[src/rtl/core/mm4_pkg.sv]
// ----------------------------------------------------------------------------
// mm4_pkg
// Shared types and constants of the 4x4 Q-format matrix multiply block.
// ----------------------------------------------------------------------------
package mm4_pkg;

    localparam int DIM     = 4;
    localparam int IDX_W   = $clog2(DIM);
    localparam int ELEM_W  = 32;
    localparam int ROW_W   = DIM * ELEM_W;
    localparam int DATA_BITS = IDX_W + ROW_W;
    localparam int TDATA_W = ((DATA_BITS + 7) / 8) * 8;
    localparam int OP_W    = 2;

    localparam logic [IDX_W-1:0] LAST_IDX = IDX_W'(DIM - 1);

    localparam logic [ELEM_W-1:0] SAT_MAX = {1'b0, {(ELEM_W-1){1'b1}}};
    localparam logic [ELEM_W-1:0] SAT_MIN = {1'b1, {(ELEM_W-1){1'b0}}};

    // Operation codes carried in the input tuser
    typedef enum logic [OP_W-1:0] {
        OP_LOAD_CUR  = 2'd0,
        OP_LOAD_OPND = 2'd1,
        OP_IDENTITY  = 2'd2
    } t_op;

    typedef enum logic [1:0] {
        ST_IDLE,
        ST_HOLD,
        ST_ISSUE,
        ST_DRAIN
    } t_state;

    // One matrix row, element 0 in the lowest bits
    typedef logic [DIM-1:0][ELEM_W-1:0] t_row;

    // Step tags that travel beside the lane data
    typedef struct packed {
        logic vld;
        logic first;
        logic last;
    } t_lane_ctl;

    // Width of a lane accumulator: four floored products plus growth
    function automatic int sum_width(input int frac_bits);
        return 2 * ELEM_W - frac_bits + 2;
    endfunction

endpackage

[src/rtl/core/mm4_merge.sv]
// ----------------------------------------------------------------------------
// mm4_merge
// Saturates the four lane sums into one product row and holds it in the
// output register until the downstream side takes the transaction.
// ----------------------------------------------------------------------------
module mm4_merge #(
    parameter int FRAC_BITS = 16,
    localparam int SUM_W = mm4_pkg::sum_width(FRAC_BITS)
) (
    input  logic                                    i_clk,
    input  logic                                    i_rst_n,
    input  logic                                    i_done,
    input  logic [mm4_pkg::IDX_W-1:0]               i_row,
    input  logic [mm4_pkg::DIM-1:0][SUM_W-1:0]      i_sum,
    input  logic                                    i_tready,
    output mm4_pkg::t_row                           o_row,
    output logic                                    o_tvalid,
    output logic [mm4_pkg::TDATA_W-1:0]             o_tdata,
    output logic                                    o_tlast
);
    import mm4_pkg::*;

    t_row                   w_sat;
    logic                   r_tvalid, n_tvalid;
    logic [TDATA_W-1:0]     r_tdata;
    logic                   r_tlast;

    // Clamp each column to 32 bits when the upper bits are not a sign copy
    always_comb begin
        for (int j = 0; j < DIM; j++) begin
            if ((&i_sum[j][SUM_W-1:ELEM_W-1]) || !(|i_sum[j][SUM_W-1:ELEM_W-1])) begin
                w_sat[j] = i_sum[j][ELEM_W-1:0];
            end else if (i_sum[j][SUM_W-1]) begin
                w_sat[j] = SAT_MIN;
            end else begin
                w_sat[j] = SAT_MAX;
            end
        end
    end

    // Load on a finished row, drop once taken
    always_comb begin
        n_tvalid = r_tvalid;
        if (i_done) begin
            n_tvalid = 1'b1;
        end else if (i_tready) begin
            n_tvalid = 1'b0;
        end
    end

    always_ff @(posedge i_clk) begin
        if (!i_rst_n) begin
            r_tvalid <= 1'b0;
        end else begin
            r_tvalid <= n_tvalid;
        end
    end

    always_ff @(posedge i_clk) begin
        if (i_done) begin
            r_tdata <= TDATA_W'({w_sat, i_row});
            r_tlast <= (i_row == LAST_IDX);
        end
    end

    assign o_row    = w_sat;
    assign o_tvalid = r_tvalid;
    assign o_tdata  = r_tdata;
    assign o_tlast  = r_tlast;

endmodule

[config.mk]
export PLATFORM = sky130hd
export DESIGN_NAME = mm4_merge
export DESIGN_NICKNAME = d
export VERILOG_FILES = /design/src/rtl/core/mm4_pkg.sv /design/src/rtl/core/mm4_merge.sv
export SDC_FILE = /design/constraint.sdc
export NUM_CORES = 1
export LEC_CHECK = 0
export ABC_CLOCK_PERIOD_IN_PS = 3160
export BUFFER_PORTS_ARGS = -buffer_cell sky130_fd_sc_hd__buf_2
export CAP_MARGIN = 40
export CORE_AREA = 2 2 184 186
export CTS_BUF_LIST = sky130_fd_sc_hd__clkbuf_8
export CTS_CLUSTER_SIZE = 20
export DETAILED_ROUTE_END_ITERATION = 8
export DIE_AREA = 0 0 186 188
export GPL_ROUTABILITY_DRIVEN = 1
export PLACE_DENSITY = 0.4
export SKIP_CTS_REPAIR_TIMING = 1
export SYNTH_ARGS = -nofsm -noshare
export SYNTH_HDL_FRONTEND = slang
export SYNTH_SLANG_ARGS = --single-unit
[constraint.sdc]
create_clock -name i_clk -period 3.16 [get_ports i_clk]
set_input_delay 0 -clock i_clk [delete_from_list [all_inputs] [get_ports i_clk]]
set_output_delay 0 -clock i_clk [all_outputs]
set_load 0.005 [all_outputs]
======== After elaboration in Yosys (flattened, before gate mapping) ========
Cells that the tools add are included.
storage, ports and cells
  input port bits ......................... 206
  output and inout bits ................... 266
  register bits after elaboration ......... 132
  word-level logic and storage cells ...... 31
operators by class
  reduce and logical (&&, ||, !) cells .... 17
  muxes and demuxes ....................... 10
  equal/unequal tests ..................... 1
operators with widths
  kind                                  count
  2-to-1 mux 32 bit                     8
  AND reduction 19 bit                  4
  OR reduction 19 bit                   4
  logical NOT 1 bit                     4
  logical OR 1 bit                      4
  == test 2 bit, second input constant  1
  2-to-1 mux 1 bit                      2
  nonzero test 2 bit                    1

======== Logic depth before layout (Yosys ltp) ========
  depth in word-level cells ............... 4
  depth in mapped cells ................... 6

======== Least setup slack after synthesis ========
No wires, ideal clock.
  path type ............................... input -> register
  start point ............................. in i_sum[192] (netlist name)
  end point ............................... reg r_tdata[100], in the netlist o_tdata[100], data pin
  setup time .............................. 0.260 ns
  cell stages on the path ................. 6
  arrival time ............................ 1.064 ns
  required time ........................... 2.900 ns
  path slack .............................. 1.836 ns
  cell sequence ........................... nor4_1 nand4_1 nor4_2 a311oi_2 buf_6 a21o_2
RTL lines
  item                  line             RTL
  from (decl)           mm4_merge.sv:14  input logic [mm4_pkg::DIM-1:0][SUM_W-1:0] i_sum,
  to (signal assigned)  mm4_merge.sv:61  r_tdata <= TDATA_W'({w_sat, i_row});
  to (decl)             mm4_merge.sv:25  logic [TDATA_W-1:0] r_tdata;

==> summary.txt <==
Outcome
  • Status: completed

Drt
  • Detail Route Antenna Nets: 0
  • DRC violations left: 0
  • Final wirelength: 21,500 microns
  • Wire length per cell: 15.3 microns
  • DRT Pass-1 Iters: 4
  • Vias after detailed routing: 5,470
  • DR iter-0 viols: 134
  • Number of vias per cell: 3.89

Synthesis
  • Post-Synthesis Cell Area: 5760 sq um
  • Commonest cells post-synth: 131 x edfxtp_1, 93 x a21o_2, 31 x a21o_1, 20 x nand4_1, 18 x buf_6
  • Most used DFF post-synth: edfxtp_1
  • Asr flop ratio synth: 0%
  • Avg Cell Area, Syn: 16.3 sq um
  • Number of distinct library cells after synthesis: 21
  • Post-synth EDFFs: 131
  • Register bit total from synthesis: 132
  • Yosys top cell area share: 68.3%
  • Sequential share of the synthesized area: 68.7%
  • Yosys top cell by area: edfxtp_1
  • Warnings from Yosys: 0
  • Post-synthesis instance total: 354
  • Most frequent cell after synthesis: edfxtp_1
  • Synth area leaders: edfxtp_1 68%, a21o_2 14%, a21o_1 4.0%

Setup path
  • CP Data Arrival Time: 2.49 ns
  • Crit path kind: primary input to output pin
  • CP Launch Point: i_sum[149]
  • Setup crit end kind: output pin
  • Max FO, Critical Path: 31
  • Setup crit start kind: primary input
  • CP required: 3.16 ns
  • Reg-to-reg startpoint: o_tvalid

Die
  • Row count: 67
  • Die height: 188 microns
  • Initial Util: 17.4%
  • Die area: 35,000 sq um
  • Core footprint: 33,100 sq um
  • DIE WIDTH: 186 microns
  • I/O Pins: 472

STA
  • Tmin final: 2.49 ns
  • Worst-Margin Slew: 0.753 ns
  • Fin crit share: 78.7%
  • RSZ-0062 raised after global routing: no
  • Hold Slack: 0.295 ns
  • Final setup fails: 0
  • Max Slew Vio Count: 0
  • Relative slew slack: 49.8%
  • Worst setup margin: 0.673 ns
  • Worst Skew: 0 ns
  • Fmax: 402 MHz
  • Hold Vio Cnt, Final: 0
  • Setup TNS: 0 ns

Global routing
  • Initial antenna violation count: 0
  • Met3 Usage GRT: 4.31%
  • GRT Total Usage: 11.0%
  • Gr ovfl total: 0
  • Met1 global-route usage: 12.0%
  • Vias in the first global route: 4,780
  • Busiest grt layer: met2
  • First-pass GRT wire length: 28,400 microns
  • Largest net degree at the start of global routing: 69
  • Grt met2 use: 19.2%

Clocking
  • CTS tree: built
  • Register clock-pin slew on the reported worst setup and hold paths: 0.08 ns
  • H-tree depth: 4
  • Root buf cell: clkbuf_8
  • Clock buffer count from CTS: 17
  • Clock latency at the later pin of the worst-skew pair: 0.45 ns
  • CTS max path bufs: 2
  • Clock sink count: 132

Cells and area
  • Area grow syn2layout: 76.8%
  • Layout cells sized above 1: 62.9%
  • Util after Layout: 30.7%
  • Antenna diodes: 0
  • Final #Nets: 1,154
  • Finished Layout Cells: 1,407

Placed design
  • Placed Cells incl. Taps: 1,244
  • Final HPWL DP: 15,800 microns
  • Post-place setup slack: 1.18 ns
  • GP Congestion: 0.771
  • Port bufs: 465

Power
  • Pwr/cell area: 421 nW/um^2
  • Leak: 4.79 nW
  • VDD IR-drop max: 218 uV

Min path
  • Worst min path class: primary input to register
  • Hold_sp: i_row[1]

Run
  • Max_cap viols: 0
==> final timing paths <==
kind | end | slack (ns) | cells past startpoint
max | o_row[66] | 0.67 | 8
min | o_tdata[1] | 0.29 | 2
max reg2reg | o_tvalid | 1.92 | 3
min reg2reg | o_tvalid | 1.15 | 3
==> area by class of cell <==
class	count	area (sq um)
Tap cell	448	561
Clock buffer	17	234
Sequential cell	132	3950
Fill cell	3402	22900
Multi-Input combinational cell	193	1560
Clock inverter	13	145
Timing Repair Buffer	604	3720
==> per-stage QoR <==
step	power [mW]	area (sq um)
3_5_place_dp	2.76	8470
2_1_floorplan	2.33	5770
4_1_cts	4.24	8840
5_1_grt	4.50	10200
3_3_place_gp	2.77	8470
6_report	4.29	10200
==> power by group <==
part	switching [mW]	internal (mW)	total, mW
Combinational	0.330	0.411	0.742
Clock	0.682	0.756	1.44
Sequential	0.0304	2.08	2.11
Total	1.04	3.24	4.29
==> cell families (layout without fill, tap and decap cells) <==
family / count (synthesis) / after routing / synth area share (%)
buf+inv: 34 / 634 / 5.41
other cells: 1 / 6 / 0.0652
simple gates: 54 / 54 / 5.96
flops: 132 / 132 / 68.7
compound gates: 133 / 133 / 19.9
==> cell usage in the layout (no fill, tap or decap), drive strengths merged <==
cell	synthesis	routed
a21o	124	124
a311oi	4	4
a31o	4	4
and2	1	1
and3	4	4
buf	30	471
bufinv	0	3
clkbuf	1	17
clkinv	0	6
clkinvlp	0	2
conb	1	6
dfxtp	1	1
dlygate4sd3	3	133
edfxtp	131	131
inv	0	2
nand4	20	20
nor2	8	8
nor2b	1	1
nor4	20	20
o21a	1	1
==> registers in the layout, indices dropped and copies added (netlist names) <==
signal / flops
o_tdata: 130
o_tvalid: 1
o_tlast: 1
==> worst max-delay path: stages <==
cell           delay [ns]
dlygate4sd3_1        0.54
buf_2                0.17
nor4_1               0.28
nand4_1              0.15
nor4_2               0.30
a31o_2               0.63
a21o_2               0.28
buf_2                0.13
==> routing by layer <==
layer | up-vias | part of all wire (%)
met1 | 2574 | 39
met5 | - | 0
met3 | 18 | 8.3
li1 | 2602 | -
met2 | 276 | 51
met4 | 0 | 1.4
No activity file was read; power rests on OpenSTA's default activity.
