`config.mk`:
```
export PLATFORM = sky130hd
export DESIGN_NAME = mm4_lane
export DESIGN_NICKNAME = d
export VERILOG_FILES = /design/src/rtl/core/mm4_pkg.sv /design/src/rtl/core/mm4_lane.sv
export SDC_FILE = /design/constraint.sdc
export NUM_CORES = 2
export LEC_CHECK = 0
export ABC_AREA = 1
export BUFFER_PORTS_ARGS = -buffer_cell sky130_fd_sc_hd__buf_2
export CORE_ASPECT_RATIO = 0.8
export CORE_MARGIN = 4
export CORE_UTILIZATION = 51
export CTS_CLUSTER_SIZE = 12
export DETAILED_ROUTE_END_ITERATION = 7
export HOLD_SLACK_MARGIN = 0.02
export PLACE_DENSITY = 0.79
export SYNTH_ARGS = -nofsm -noshare
export SYNTH_HDL_FRONTEND = slang
export SYNTH_SLANG_ARGS = --single-unit
```
`constraint.sdc`:
```
create_clock -name i_clk -period 6.8 [get_ports i_clk]
set_input_delay 0.68 -clock i_clk [delete_from_list [all_inputs] [get_ports i_clk]]
set_output_delay 0.68 -clock i_clk [all_outputs]
set_load 0.01 [all_outputs]
```
`src/rtl/core/mm4_pkg.sv`:
```
// ----------------------------------------------------------------------------
// mm4_pkg
// Shared types and constants of the 4x4 Q-format matrix multiply block.
// ----------------------------------------------------------------------------
package mm4_pkg;

    localparam int DIM     = 4;
    localparam int IDX_W   = $clog2(DIM);
    localparam int ELEM_W  = 32;
    localparam int ROW_W   = DIM * ELEM_W;
    localparam int DATA_BITS = IDX_W + ROW_W;
    localparam int TDATA_W = ((DATA_BITS + 7) / 8) * 8;
    localparam int OP_W    = 2;

    localparam logic [IDX_W-1:0] LAST_IDX = IDX_W'(DIM - 1);

    localparam logic [ELEM_W-1:0] SAT_MAX = {1'b0, {(ELEM_W-1){1'b1}}};
    localparam logic [ELEM_W-1:0] SAT_MIN = {1'b1, {(ELEM_W-1){1'b0}}};

    // Operation codes carried in the input tuser
    typedef enum logic [OP_W-1:0] {
        OP_LOAD_CUR  = 2'd0,
        OP_LOAD_OPND = 2'd1,
        OP_IDENTITY  = 2'd2
    } t_op;

    typedef enum logic [1:0] {
        ST_IDLE,
        ST_HOLD,
        ST_ISSUE,
        ST_DRAIN
    } t_state;

    // One matrix row, element 0 in the lowest bits
    typedef logic [DIM-1:0][ELEM_W-1:0] t_row;

    // Step tags that travel beside the lane data
    typedef struct packed {
        logic vld;
        logic first;
        logic last;
    } t_lane_ctl;

    // Width of a lane accumulator: four floored products plus growth
    function automatic int sum_width(input int frac_bits);
        return 2 * ELEM_W - frac_bits + 2;
    endfunction

endpackage

```
`src/rtl/core/mm4_lane.sv`:
```
// ----------------------------------------------------------------------------
// mm4_lane
// One output column: registered operands, one 32x32 multiplier, floor shift
// and an accumulator over the four inner steps of a dot product.
// ----------------------------------------------------------------------------
module mm4_lane #(
    parameter int FRAC_BITS = 16,
    localparam int SUM_W = mm4_pkg::sum_width(FRAC_BITS)
) (
    input  logic                                i_clk,
    input  logic                                i_rst_n,
    input  mm4_pkg::t_lane_ctl                  i_ctl,
    input  logic signed [mm4_pkg::ELEM_W-1:0]   i_a,
    input  logic signed [mm4_pkg::ELEM_W-1:0]   i_b,
    output mm4_pkg::t_lane_ctl                  o_ctl,
    output logic signed [SUM_W-1:0]             o_sum
);
    import mm4_pkg::*;

    localparam int PROD_W = 2 * ELEM_W;

    t_lane_ctl                  r_ctl1, r_ctl2, r_ctl3;
    logic signed [ELEM_W-1:0]   r_a, r_b;
    logic signed [PROD_W-1:0]   r_prod;
    logic signed [SUM_W-1:0]    r_acc, n_acc;
    logic signed [PROD_W-1:0]   w_shift;
    logic signed [SUM_W-1:0]    w_term;

    // Advance the step tags
    always_ff @(posedge i_clk) begin
        if (!i_rst_n) begin
            r_ctl1 <= '0;
            r_ctl2 <= '0;
            r_ctl3 <= '0;
        end else begin
            r_ctl1 <= i_ctl;
            r_ctl2 <= r_ctl1;
            r_ctl3 <= r_ctl2;
        end
    end

    // Floor the product to the fixed-point grid
    assign w_shift = r_prod >>> FRAC_BITS;
    assign w_term  = w_shift[SUM_W-1:0];

    // Restart on the first step, add on the others
    always_comb begin
        n_acc = r_acc;
        if (r_ctl2.vld) begin
            n_acc = r_ctl2.first ? w_term : r_acc + w_term;
        end
    end

    // Operand, product and accumulator registers
    always_ff @(posedge i_clk) begin
        r_a    <= i_a;
        r_b    <= i_b;
        r_prod <= PROD_W'(r_a) * PROD_W'(r_b);
        r_acc  <= n_acc;
    end

    assign o_ctl = r_ctl3;
    assign o_sum = r_acc;

endmodule

```
* After elaboration in Yosys (flattened, before gate mapping) *
Cells that the tools add are included.

cells by class
  add/subtract/negate cells = 1
  multipliers = 1
  muxes and demuxes = 1

operators by type and width
  operator                      number
  multiplier 32 x 32 -> 64 bit  1
  adder 50 x 48 -> 50 bit       1
  2-to-1 mux 50 bit             1

word-level totals
  output and inout bits = 53
  flip-flop bits (word level) = 187
  input bits = 69

* Logic depth before layout (Yosys ltp) *
  depth in word-level cells = 2
  mapped depth = 31
  depth with buffers taken out = 30

* Worst setup path after synthesis *
OpenSTA, ideal clock, no wires.

  path kind = register to register
  start = register r_a[31]
  end = register r_prod[61]
  cell stages (with the launch flop) = 26
  setup time = 112 ps
  arrival = 7107 ps
  slack = -420 ps
  required time = 6688 ps
  cell sequence = dfxtp_1 > clkbuf_1 > nand2_1 > inv_1 > fa_1 > fa_1 > fa_1 > inv_1 > fa_1 > inv_1 > fa_1 > inv_1 > fa_1 > fa_1 > fa_1 > inv_1 > ha_1 > a21oi_1 > nor2_1 > or2_2 > a21oi_1 > nand2_1 > a21oi_1 > nand2_1 > nand2_1 > nand2_1

on the way
  word-level cells in the longest chain between the ends = 1

RTL lines
  item                          RTL line        RTL
  start: declaration            mm4_lane.sv:23  logic signed [ELEM_W-1:0] r_a, r_b;
  start signal: assignment      mm4_lane.sv:56  r_a <= i_a;
  multiplier 32 x 32 -> 64 bit  mm4_lane.sv:58  r_prod <= PROD_W'(r_a) * PROD_W'(r_b);
  end signal: assignment        mm4_lane.sv:58
  end: declaration              mm4_lane.sv:24  logic signed [PROD_W-1:0] r_prod;

No other way between the ends.
A chain may end at the register's enable or synchronous reset.

* Final worst setup path *
  start = register r_a[31]
  end = register r_prod[50]

The elaborated chain is that of the path after synthesis.

==> impl_metrics.csv <==
group,metric,value,unit
grt,grt_max_degree,55,
timing,period_share,1.00,
floorplan,dieHeight,278,um
placement,port_buffers,121,
critical_path,crit_family,"adder cells",
final_layout,drive_gt1_frac,0.146,
synth,synth_cell_type_count,38,
critical_path,rr_worst_depth,27,
cts,cts_hold_buf,0,
drt,first_pass_iters,8,
run_status,violations,"design-rule violations, negative setup slack",
floorplan,initial_core_util,0.518,
run,drv_cap,0,
drt,drt-initial-drc-count,4395,
synth,synth_warnings,0,
final_layout,finalNonFillerCells,7527,
timing,period_needed,6.81,ns
final_layout,layout.cells.most_common_list,"inv_1 (1747), nand2_1 (1667), fa_1 (1066), buf_4 (268), ha_1 (187)",
timing,tightest_slew,1.03,ns
worst_hold_path,min_path_type,"input pin to flip-flop",
critical_path,critPathMaxStageDelay,0.60,ns
cts,clock-sinks,171,
critical_path,worstPathMaxFanout,15,
timing,fin_tns_setup,-0.0159,ns
synth,avgSynthCellArea,7.75,um2
critical_path,cp-end-kind,"flip-flop",
placement,routabilityCongestion,1.03,
cts,cts_tree,"done",
critical_path,required,7.23,ns
synth,postSynthNetCount,7390,
critical_path,critical-path-slowest-cell,"fa_2",
synth,ys_seq_area_frac,0.0842,
critical_path,arrival,7.25,ns
floorplan,rows,98,
run_status,status,"finished with violations",
drt,route.vias.total,40000,
floorplan,die_x,346,um
synth,ys_ff_latch,171,
final_layout,nets,7693,
placement,dpl.cell_count,7431,
critical_path,cp.depth,27,
timing,max_freq,0.147,GHz
floorplan,core,90000,um2
timing,hold_violations,0,
grt,grt_pass1_wl,220000,um
placement,hpwl,115000,um
critical_path,cp-start-kind,"flip-flop",
critical_path,critical_path_class,"flip-flop to flip-flop",
cts,cts_max_level,4,
timing,rsz0062_at_grt,"yes",
final_layout,syn_to_final_growth,16.2,%
cts,cts_root_buffer,"clkbuf_16",
synth,synthCells,6010,
floorplan,die-area,96300,um2
grt,grt_pass1_vias,41400,
floorplan,pin_count,122,
timing,final-setup-viol-count,2,
drt,viasPerCell,5.31,
timing,holdWs,0.233,ns
grt,grt-ovfl-total,0,
timing,skew,0.0141,ns
final_layout,fill_cells,7423,
worst_hold_path,min_path_cells,1,
drt,ant_nets,0,
grt,track_usage,0.290,
critical_path,crit_top_cell,"fa_1",
drt,wirelength,147000,um
timing,slew_violations,0,
drt,wl_per_cell,19.5,um
timing,setup_slack,-0.0107,ns
drt,drc,1,
cts,cts_buffers,17,
cts,clk_latency,0.54,ns
cts,clockBufferDepth,2,
final_layout,mostFrequentLayoutCell,"inv_1",
cts,clk_pin_slew_worst_paths,0.08,ns
critical_path,critPathBufInv,10,
synth,netlist_area,46600,um2
timing,slew_headroom,0.311,
grt,antenna_found_initial,4,
cell type report:
class	instances	area [um2]	area share
multi-input cells	3847	36700	0.678
clock buffers	17	425	0.00786
clock inverters	15	198	0.00365
diodes	1	2.50	0.0000462
repair buffers	487	4590	0.0847
well taps	1200	1500	0.0277
inverters	1789	6740	0.124
flip-flops and latches	171	4000	0.0739
registers in the layout, indices dropped and copies added (netlist names):
name and count:
o_sum 50, o_ctl 3, r_b 32, r_a 32, r_ctl2 3, r_ctl1 3
r_prod 48
cell usage after synthesis, drive strengths merged:
| cell | instances | share of area |
|---|---|---|
| inv | 1789 | 0.14 |
| ha | 229 | 0.062 |
| nand3b | 8 | 0.0013 |
| o21ai | 98 | 0.011 |
| a21o | 4 | 0.00064 |
| nor3 | 25 | 0.0030 |
| edfxtp | 50 | 0.032 |
| nand3 | 127 | 0.014 |
| nor2 | 259 | 0.022 |
| a21oi | 159 | 0.017 |
| nor4 | 6 | 0.00094 |
| clkbuf | 198 | 0.016 |
| nand2 | 1725 | 0.14 |
| nor3b | 1 | 0.00016 |
| a21boi | 3 | 0.00048 |
| or2 | 29 | 0.0039 |
| dfxtp | 121 | 0.052 |
| buf | 5 | 0.00048 |
| o21bai | 17 | 0.0027 |
| and3 | 3 | 0.00040 |
| xnor2 | 8 | 0.0015 |
| o21a | 1 | 0.00016 |
| nand4 | 29 | 0.0039 |
| xor2 | 29 | 0.0055 |
| fa | 1082 | 0.47 |
| and2 | 5 | 0.00067 |
metal layers:
metal,GRT usage,share of wire,vias up
met4,0.0873,0.040,6
li1,-,-,17600
met5,0,0.00029,-
met2,0.455,0.44,2383
met1,0.409,0.39,19600
met3,0.0607,0.13,447
per-stage QoR:
step           area (um2)  setup WS [ns]  utilization
2_1_floorplan       46600         0.0100            -
3_3_place_gp        51000         -0.174        0.567
3_5_place_dp        51000         -0.188        0.567
4_1_cts             51700       -0.00198        0.575
5_1_grt             54100         -0.253        0.602
6_report            54100        -0.0107        0.602
worst paths after layout:
path / end / slack, ns / start
max: r_prod[50]$_DFF_P_ / -0.01 / r_a[31]$_DFF_P_
min: r_a[15]$_DFF_P_ / 0.23 / i_a[15]
max reg2reg: r_prod[50]$_DFF_P_ / -0.01 / r_a[31]$_DFF_P_
min reg2reg: r_ctl2[1]$_SDFF_PN0_ / 0.42 / r_ctl1[1]$_SDFF_PN0_
cell families after synthesis:
family,count (synthesis),synth area share
AOI/OAI and AO/OA,282,0.0321
buffers and inverters,1992,0.161
and+or+nand+nor,2217,0.189
xor gates and xnor gates,37,0.00696
DFF,171,0.0842
adders and majority gates,1311,0.527
what timing repair did:
item,CTS,global route
pin swaps,8,125
resized for setup,27,449
endpoints found under the setup margin,33,44
buffers inserted,2,43
cloned,0,18
Power is not shown: default switching activity piles up to over one toggle a cycle in this logic, so the estimate is an artifact.
